--- config.mk ---
export PLATFORM = sky130hd
export DESIGN_NAME = lseg_div
export DESIGN_NICKNAME = d
export VERILOG_FILES = /design/src/hdl/lseg_div.sv
export SDC_FILE = /design/constraint.sdc
export NUM_CORES = 2
export LEC_CHECK = 0
export BUFFER_PORTS_ARGS = -buffer_cell sky130_fd_sc_hd__buf_2
export CAP_MARGIN = 30
export CORE_UTILIZATION = 39
export DETAILED_ROUTE_END_ITERATION = 10
export SYNTH_ARGS = -nofsm -noshare
export SYNTH_HDL_FRONTEND = slang
export SYNTH_SLANG_ARGS = --single-unit
export TNS_END_PERCENT = 30
--- constraint.sdc ---
create_clock -name clk -period 3.2 [get_ports clk]
set_input_delay 0.32 -clock clk [delete_from_list [all_inputs] [get_ports clk]]
set_output_delay 0.32 -clock clk [all_outputs]
set_load 0.01 [all_outputs]
--- src/hdl/lseg_div.sv ---
// ----------------------------------------------------------------------------
// lseg_div: pipelined restoring divider
// One quotient bit per stage, NW stages; a sideband word travels alongside.
// ----------------------------------------------------------------------------
module lseg_div #(
	parameter int NW = 32,
	parameter int DW = 16,
	parameter int SW = 1
) (
	input  logic          clk,
	input  logic          arst_n,
	input  logic          en,
	input  logic          in_valid,
	input  logic [NW-1:0] num,
	input  logic [DW-1:0] den,
	input  logic [SW-1:0] side,
	output logic          out_valid,
	output logic [NW-1:0] quo,
	output logic [DW-1:0] rem,
	output logic [SW-1:0] side_out
);

	logic          v_s  [NW];
	logic [NW-1:0] w_s  [NW];
	logic [DW-1:0] r_s  [NW];
	logic [DW-1:0] d_s  [NW];
	logic [SW-1:0] sd_s [NW];

	for (genvar j = 0; j < NW; j++) begin : g_stg
		logic          v_in;
		logic [NW-1:0] w_in;
		logic [DW-1:0] r_in;
		logic [DW-1:0] d_in;
		logic [SW-1:0] sd_in;
		logic [DW:0]   trial;
		logic [DW:0]   diff;
		logic          ge;

		if (j == 0) begin : g_first
			assign v_in  = in_valid;
			assign w_in  = num;
			assign r_in  = '0;
			assign d_in  = den;
			assign sd_in = side;
		end else begin : g_next
			assign v_in  = v_s[j-1];
			assign w_in  = w_s[j-1];
			assign r_in  = r_s[j-1];
			assign d_in  = d_s[j-1];
			assign sd_in = sd_s[j-1];
		end

		assign trial = {r_in, w_in[NW-1]};
		assign ge    = trial >= {1'b0, d_in};
		assign diff  = trial - {1'b0, d_in};

		always_ff @(posedge clk or negedge arst_n) begin
			if (!arst_n) v_s[j] <= 1'b0;
			else if (en) v_s[j] <= v_in;
		end

		always_ff @(posedge clk) begin
			if (en) begin
				w_s[j]  <= {w_in[NW-2:0], ge};
				r_s[j]  <= ge ? diff[DW-1:0] : trial[DW-1:0];
				d_s[j]  <= d_in;
				sd_s[j] <= sd_in;
			end
		end
	end

	assign out_valid = v_s[NW-1];
	assign quo       = w_s[NW-1];
	assign rem       = r_s[NW-1];
	assign side_out  = sd_s[NW-1];

endmodule

### Yosys cells after proc, flatten, opt, wreduce, memory -nomap -nowiden

Memories as Yosys holds them, arrays and structs flattened.
Index checks and enable logic that the tools add are counted.
W data, S select, Z words.

| word-level totals | value |
|---|---|
| register bits | 32 |
| memory bits (writable) | 2,080 |
| output and inout port bits | 50 |
| memories | 4 |

| cells by class | value |
|---|---|
| $add $sub $neg | 32 |
| order comparisons | 32 |
| muxes and demuxes | 34 |

Memory list:

| memory | words | width | read ports | clocked after memory_dff | wr ports | line | source |
|---|---|---|---|---|---|---|---|
| w_s | 32 | 32 | 32 | 0 | 32 | 24 | `logic [NW-1:0] w_s [NW];` |
| d_s | 32 | 16 | 31 | 0 | 32 | 26 | `logic [DW-1:0] d_s [NW];` |
| r_s | 32 | 16 | 32 | 0 | 32 | 25 | `logic [DW-1:0] r_s [NW];` |
| sd_s | 32 | 1 | 32 | 0 | 32 | 27 | `logic [SW-1:0] sd_s [NW];` |

Operator list:

| operator | count |
|---|---|
| $ge A17 B16 Y1 | 31 |
| $mux W16 | 32 |
| $sub A16 B16 Y16 | 31 |
| $ge A1 B16 Y1 | 1 |
| $sub A1 B16 Y16 | 1 |
| $mux W1 | 2 |

### Depth between registers and ports, before layout

An unclocked memory read counts as a cell.

| logic depth | value |
|---|---|
| depth after elaboration | 3 |
| depth in mapped cells | 12 |
| gate-level depth less buffers | 11 |

### Worst setup path before layout

OpenSTA, ideal clock, no wires.

| timing path | value |
|---|---|
| kind | register to register |
| start point | mem d_s[1][1], in the netlist d_s[0][17] |
| end point | mem r_s[2][8], in the netlist r_s[0][40], data pin |
| library setup time | 260 ps |
| data arrival time | 2,817 ps |
| setup slack | 123 ps |
| stages on the path, launching flop included | 12 |
| path buffers | 1 |
| clock period less this slack | 3,077 ps |
| path through | edfxtp_1 -> inv_1 -> ha_1 -> nor2b_1 -> o21ai_2 -> a21boi_2 -> o31ai_4 -> a21oi_1 -> or4b_4 -> a311oi_4 -> buf_8 -> mux2_4 |

RTL lines:

| item | line |
|---|---|
| from (decl) | 26 |
| to (decl) | 25 |

==> summary.md <==
The tool flagged a number of max-cap violations equal to 0. Across the routed clock network, the largest skew measured is 0.0476 ns. After synthesis, the mean cell area works out to 14.4 sq um. The growth of design area from synthesis to finish is 15.7%, and the biggest cell delay along the critical path is 0.53 ns.

The cell family contributing the most delay on the critical path is compound AO/OA/AOI/OAI gates. For the count of vias placed by the detailed router, the log shows 51.9k. Number of global-route vias before repair: 51.5k. The element type at the critical path end was a flop.

Of the synthesized area, sequential elements account for 66.8%. After layout, the minimum clock period comes to 3.16 ns. Port buffering added 102 buffers. Summed over all layers, the routed wires come to 174000 um. The share of flip-flops with an asynchronous set or reset after synthesis came out at 1.53%. The die extent in x works out to 493 um. The cell area that synthesis handed to floorplanning was 0.0940 sq mm. The logs give 0 for the number of pins with negative max-slew slack in the final report and 0.0321 ns for the setup slack at placement. The longest clock path from root to sink contains 3 buffers. The worst pin sits at a relative slew slack of 49.2%. Among all stages on the critical path, the largest delay is contributed by or4b_4. The die covers 0.243 sq mm. The kind of start point of the critical path was a flop. The design draws 103 mW. Once the floorplan was initialized, standard cells occupied 39.4% of the core.

The number of synthesized flops with an enable pin was 2064; the post-synthesis cell count was 6524. For the number of endpoints with negative hold slack in the final report, the log shows 0. The worst IR drop on VDD is 0.531 mV. The most used flip-flop cell after synthesis is edfxtp_1. The tools report the launch instance of the worst register-to-register path as r_s[1][64]$_DFFE_PP_. The kind of path behind the tightest hold check was in -> reg. In this run the most critical hold path is launched from num[3]. Entering global routing, the biggest net connects 115 pins. The H-tree was split into 4 levels. The wire-length estimate of the detail-placed layout is 121000 um. The post-synthesis net count came out at 7106.

The total negative slack for setup checks came out at 0 ns. The worst setup path is of the reg -> reg kind. The remaining number of nets flagged by the antenna check after routing was 0; the leakage power was 42.0 nW.

The routability-driven placement congestion ratio came out at 0.848. For the Yosys warning count, the log shows 0. The synthesis-stage register bit count works out to 2096. For this run, the post-layout net count is 7612. The slew at the pin closest to its max-slew limit came out at 0.762 ns. Dividing total power by cell area gives a power density of 952 mW/mm^2.

Setup violations remaining at the end of the flow were counted as 0. Of all nets on the critical path, the largest fanout is 8. Clock tree root buffer cell: clkbuf_16. The clock transition at the register clock pins on the worst setup and hold paths after CTS came out at 0.06 ns. For this design, the sink count on the clock tree is 2096.

The peak clock frequency supported by timing was 0.316 GHz. In the post-route analysis, the smallest setup slack over all paths is 0.0355 ns. The signal on the critical path passes through ha_1 -> nor2b_4 -> o21ai_2 -> a21boi_2 -> o31ai_4 -> a21oi_2 -> or4b_4 -> a311oi_4 -> clkbuf_16 -> mux2_4. After detailed routing, the average wire length per cell comes to 16.8 um. Data on the critical path is required at its endpoint by 3.78 ns.

The first global-routing pass estimated 278000 um of wire. The end-of-flow core utilization was 45.5%. The total overflow left after global routing is 0.

TritonCTS built the clock tree. The number of buffers and inverters on the critical path came out at 1. In the final layout, the share of cells above drive strength 1 is 15.0%. The ratio of final minimum period to clock period was 98.9%; the number of fill cells was 21.1k. The run finished with clean final reports. Global-route total usage across every layer: 14.2%. The number of buffers inserted during clock tree synthesis is 227, and the cell area after placement is 0.100 sq mm. In the routed layout, each cell is associated on average with a via count of 4.99. The later pin in the worst-skew pair is clocked with a latency of 0.85 ns. The first detailed-routing pass took 6 iterations. The number of design-rule violations left by the first detailed-router iteration is 3326, and the remaining routing DRC violations is 0.

Critical path launch point: r_s[1][64]$_DFFE_PP_. After routing the design area is 0.109 sq mm. The initial antenna violation count was 4; the row count was 179. The tools report the number of distinct standard cells referenced by the synthesized netlist as 94.

The area inside the core boundary came out at 0.239 sq mm. Setup repair after global routing could not meet its margin everywhere. STA puts the critical path data arrival time at 3.75 ns.

The floorplan step set the die height to 493 um. The run gives 103 as the number of primary I/O pins.
-- worst reg2reg max path: cells and delay by family, from the launching register on --
kind | cells | cell delay (ns)
adders and majority gates | 1 | 0.33
DFF | 1 | 0.39
and+or+nand+nor | 2 | 0.66
buffers and inverters | 1 | 0.24
AOI/OAI and AO/OA | 5 | 0.98
muxes | 1 | 0.30
-- final cells by class --
cell class                 instances  area, sq um  area share, %
multi-input combinational       3688        28400           26.2
clock inverter                   169         1900           1.75
clock buffer                     259         5840           5.38
inverter                         651         2440           2.25
timing repair buffer             366         3300           3.03
sequential                      2096        62800           57.8
antenna                            2         5.00        0.00461
tap                             3167         3960           3.65
-- metal layers --
layer | GRT usage (%) | share of wire [%] | vias to the layer above
met4 | 4.81 | 3.0 | 0
li1 | - | - | 25500
met3 | 2.35 | 3.7 | 369
met2 | 22.8 | 46 | 886
met1 | 19.4 | 47 | 25200
met5 | 0 | 0 | -
-- synth_stat cells (32+ instances only) --
cell      count  area, sq um
a211oi_1     33          248
a21boi_0     47          353
a21o_1      137         1030
a21oi_1     355         1780
a31oi_1      65          407
and3_1       34          213
clkbuf_1     52          195
dfrtp_1      32          801
edfxtp_1   2064        62000
ha_1        498         6230
inv_1       649         2440
mux2_2      290         3270
mux2_4       39          586
mux2i_1      59          591
nand2_1     273         1020
nand2b_1     74          463
nand3_1      72          360
nand4_1      76          475
nor2_1      343         1290
nor2b_1      83          519
nor3_1       79          395
o21a_1       45          338
o21ai_0     265         1330
xnor2_1     236         2070
xor2_1      115         1010
-- cells in the final DEF, fill, tap and decap left out, types with 53 or more instances in the layout --
cell,Yosys,layout
o21ai_0,265,259
buf_4,8,158
nand3_1,72,72
ha_1,498,496
a31oi_1,65,64
buf_2,16,101
a21o_1,137,137
mux2i_1,59,59
nand4_1,76,76
xnor2_1,236,236
nand2b_1,74,74
xor2_1,115,115
inv_1,649,649
nand2_1,273,273
a21oi_1,355,351
mux2_2,290,276
edfxtp_1,2064,2064
dlygate4sd3_1,0,53
nor3_1,79,79
mux2_4,39,53
clkbuf_16,0,230
nor2b_1,83,81
nor2_1,343,343
-- logic make-up after synthesis --
kind of cell / after synthesis / share of synthesized area (%)
buffers and inverters: 740 / 3.09
and+or+nand+nor: 1191 / 6.28
xor gates and xnor gates: 351 / 3.27
muxes: 394 / 4.80
adders and majority gates: 529 / 7.29
AOI/OAI and AO/OA: 1223 / 8.45
DFF: 2096 / 66.8
-- worst paths after layout --
check                                             end  slack (ns)  cells after the start
setup / recovery                 r_s[1][93]$_DFFE_PP_        0.04                     10
hold / removal                    w_s[0][4]$_DFFE_PP_        0.17                      2
setup reg to reg                 r_s[1][93]$_DFFE_PP_        0.04                     10
hold reg to reg                 w_s[0][508]$_DFFE_PP_        0.39                      0
max in group asynchronous  g_stg[17].v_in$_DFFE_PN0P_        2.53                      4
min in group asynchronous  g_stg[31].v_in$_DFFE_PN0P_        0.51                      4
-- stage by stage --
step	hold WS [ns]	instances
floorplan	0.0244	6524
global placement	0.383	9904
finish	0.165	10400
global route	0.0907	10400
CTS	0.0572	10400
detailed placement	0.401	9904
-- registers in the layout, summed over array words and instances (netlist names) --
| name | flops |
|---|---|
| w_s | 1024 |
| r_s | 512 |
| d_s | 496 |
| sd_s | 32 |
| g_stg.v_in | 31 |
| out_valid | 1 |
-- report_power, final --
group          total (mW)  switching, mW  leakage (nW)  internal, mW
clock                26.5           11.1          3.72          15.5
sequential           40.5           2.93          20.5          37.6
combinational        36.4           18.8          17.8          17.7
-- timing repair --
action / in CTS / in global routing
hold buffers: 54 / 0
buffers inserted: 0 / 8
resized for setup: 0 / 44
setup endpoints to repair: 0 / 176
endpoints found under the hold margin: 135 / 0
Note: power is estimated with default switching activity, not from simulation.
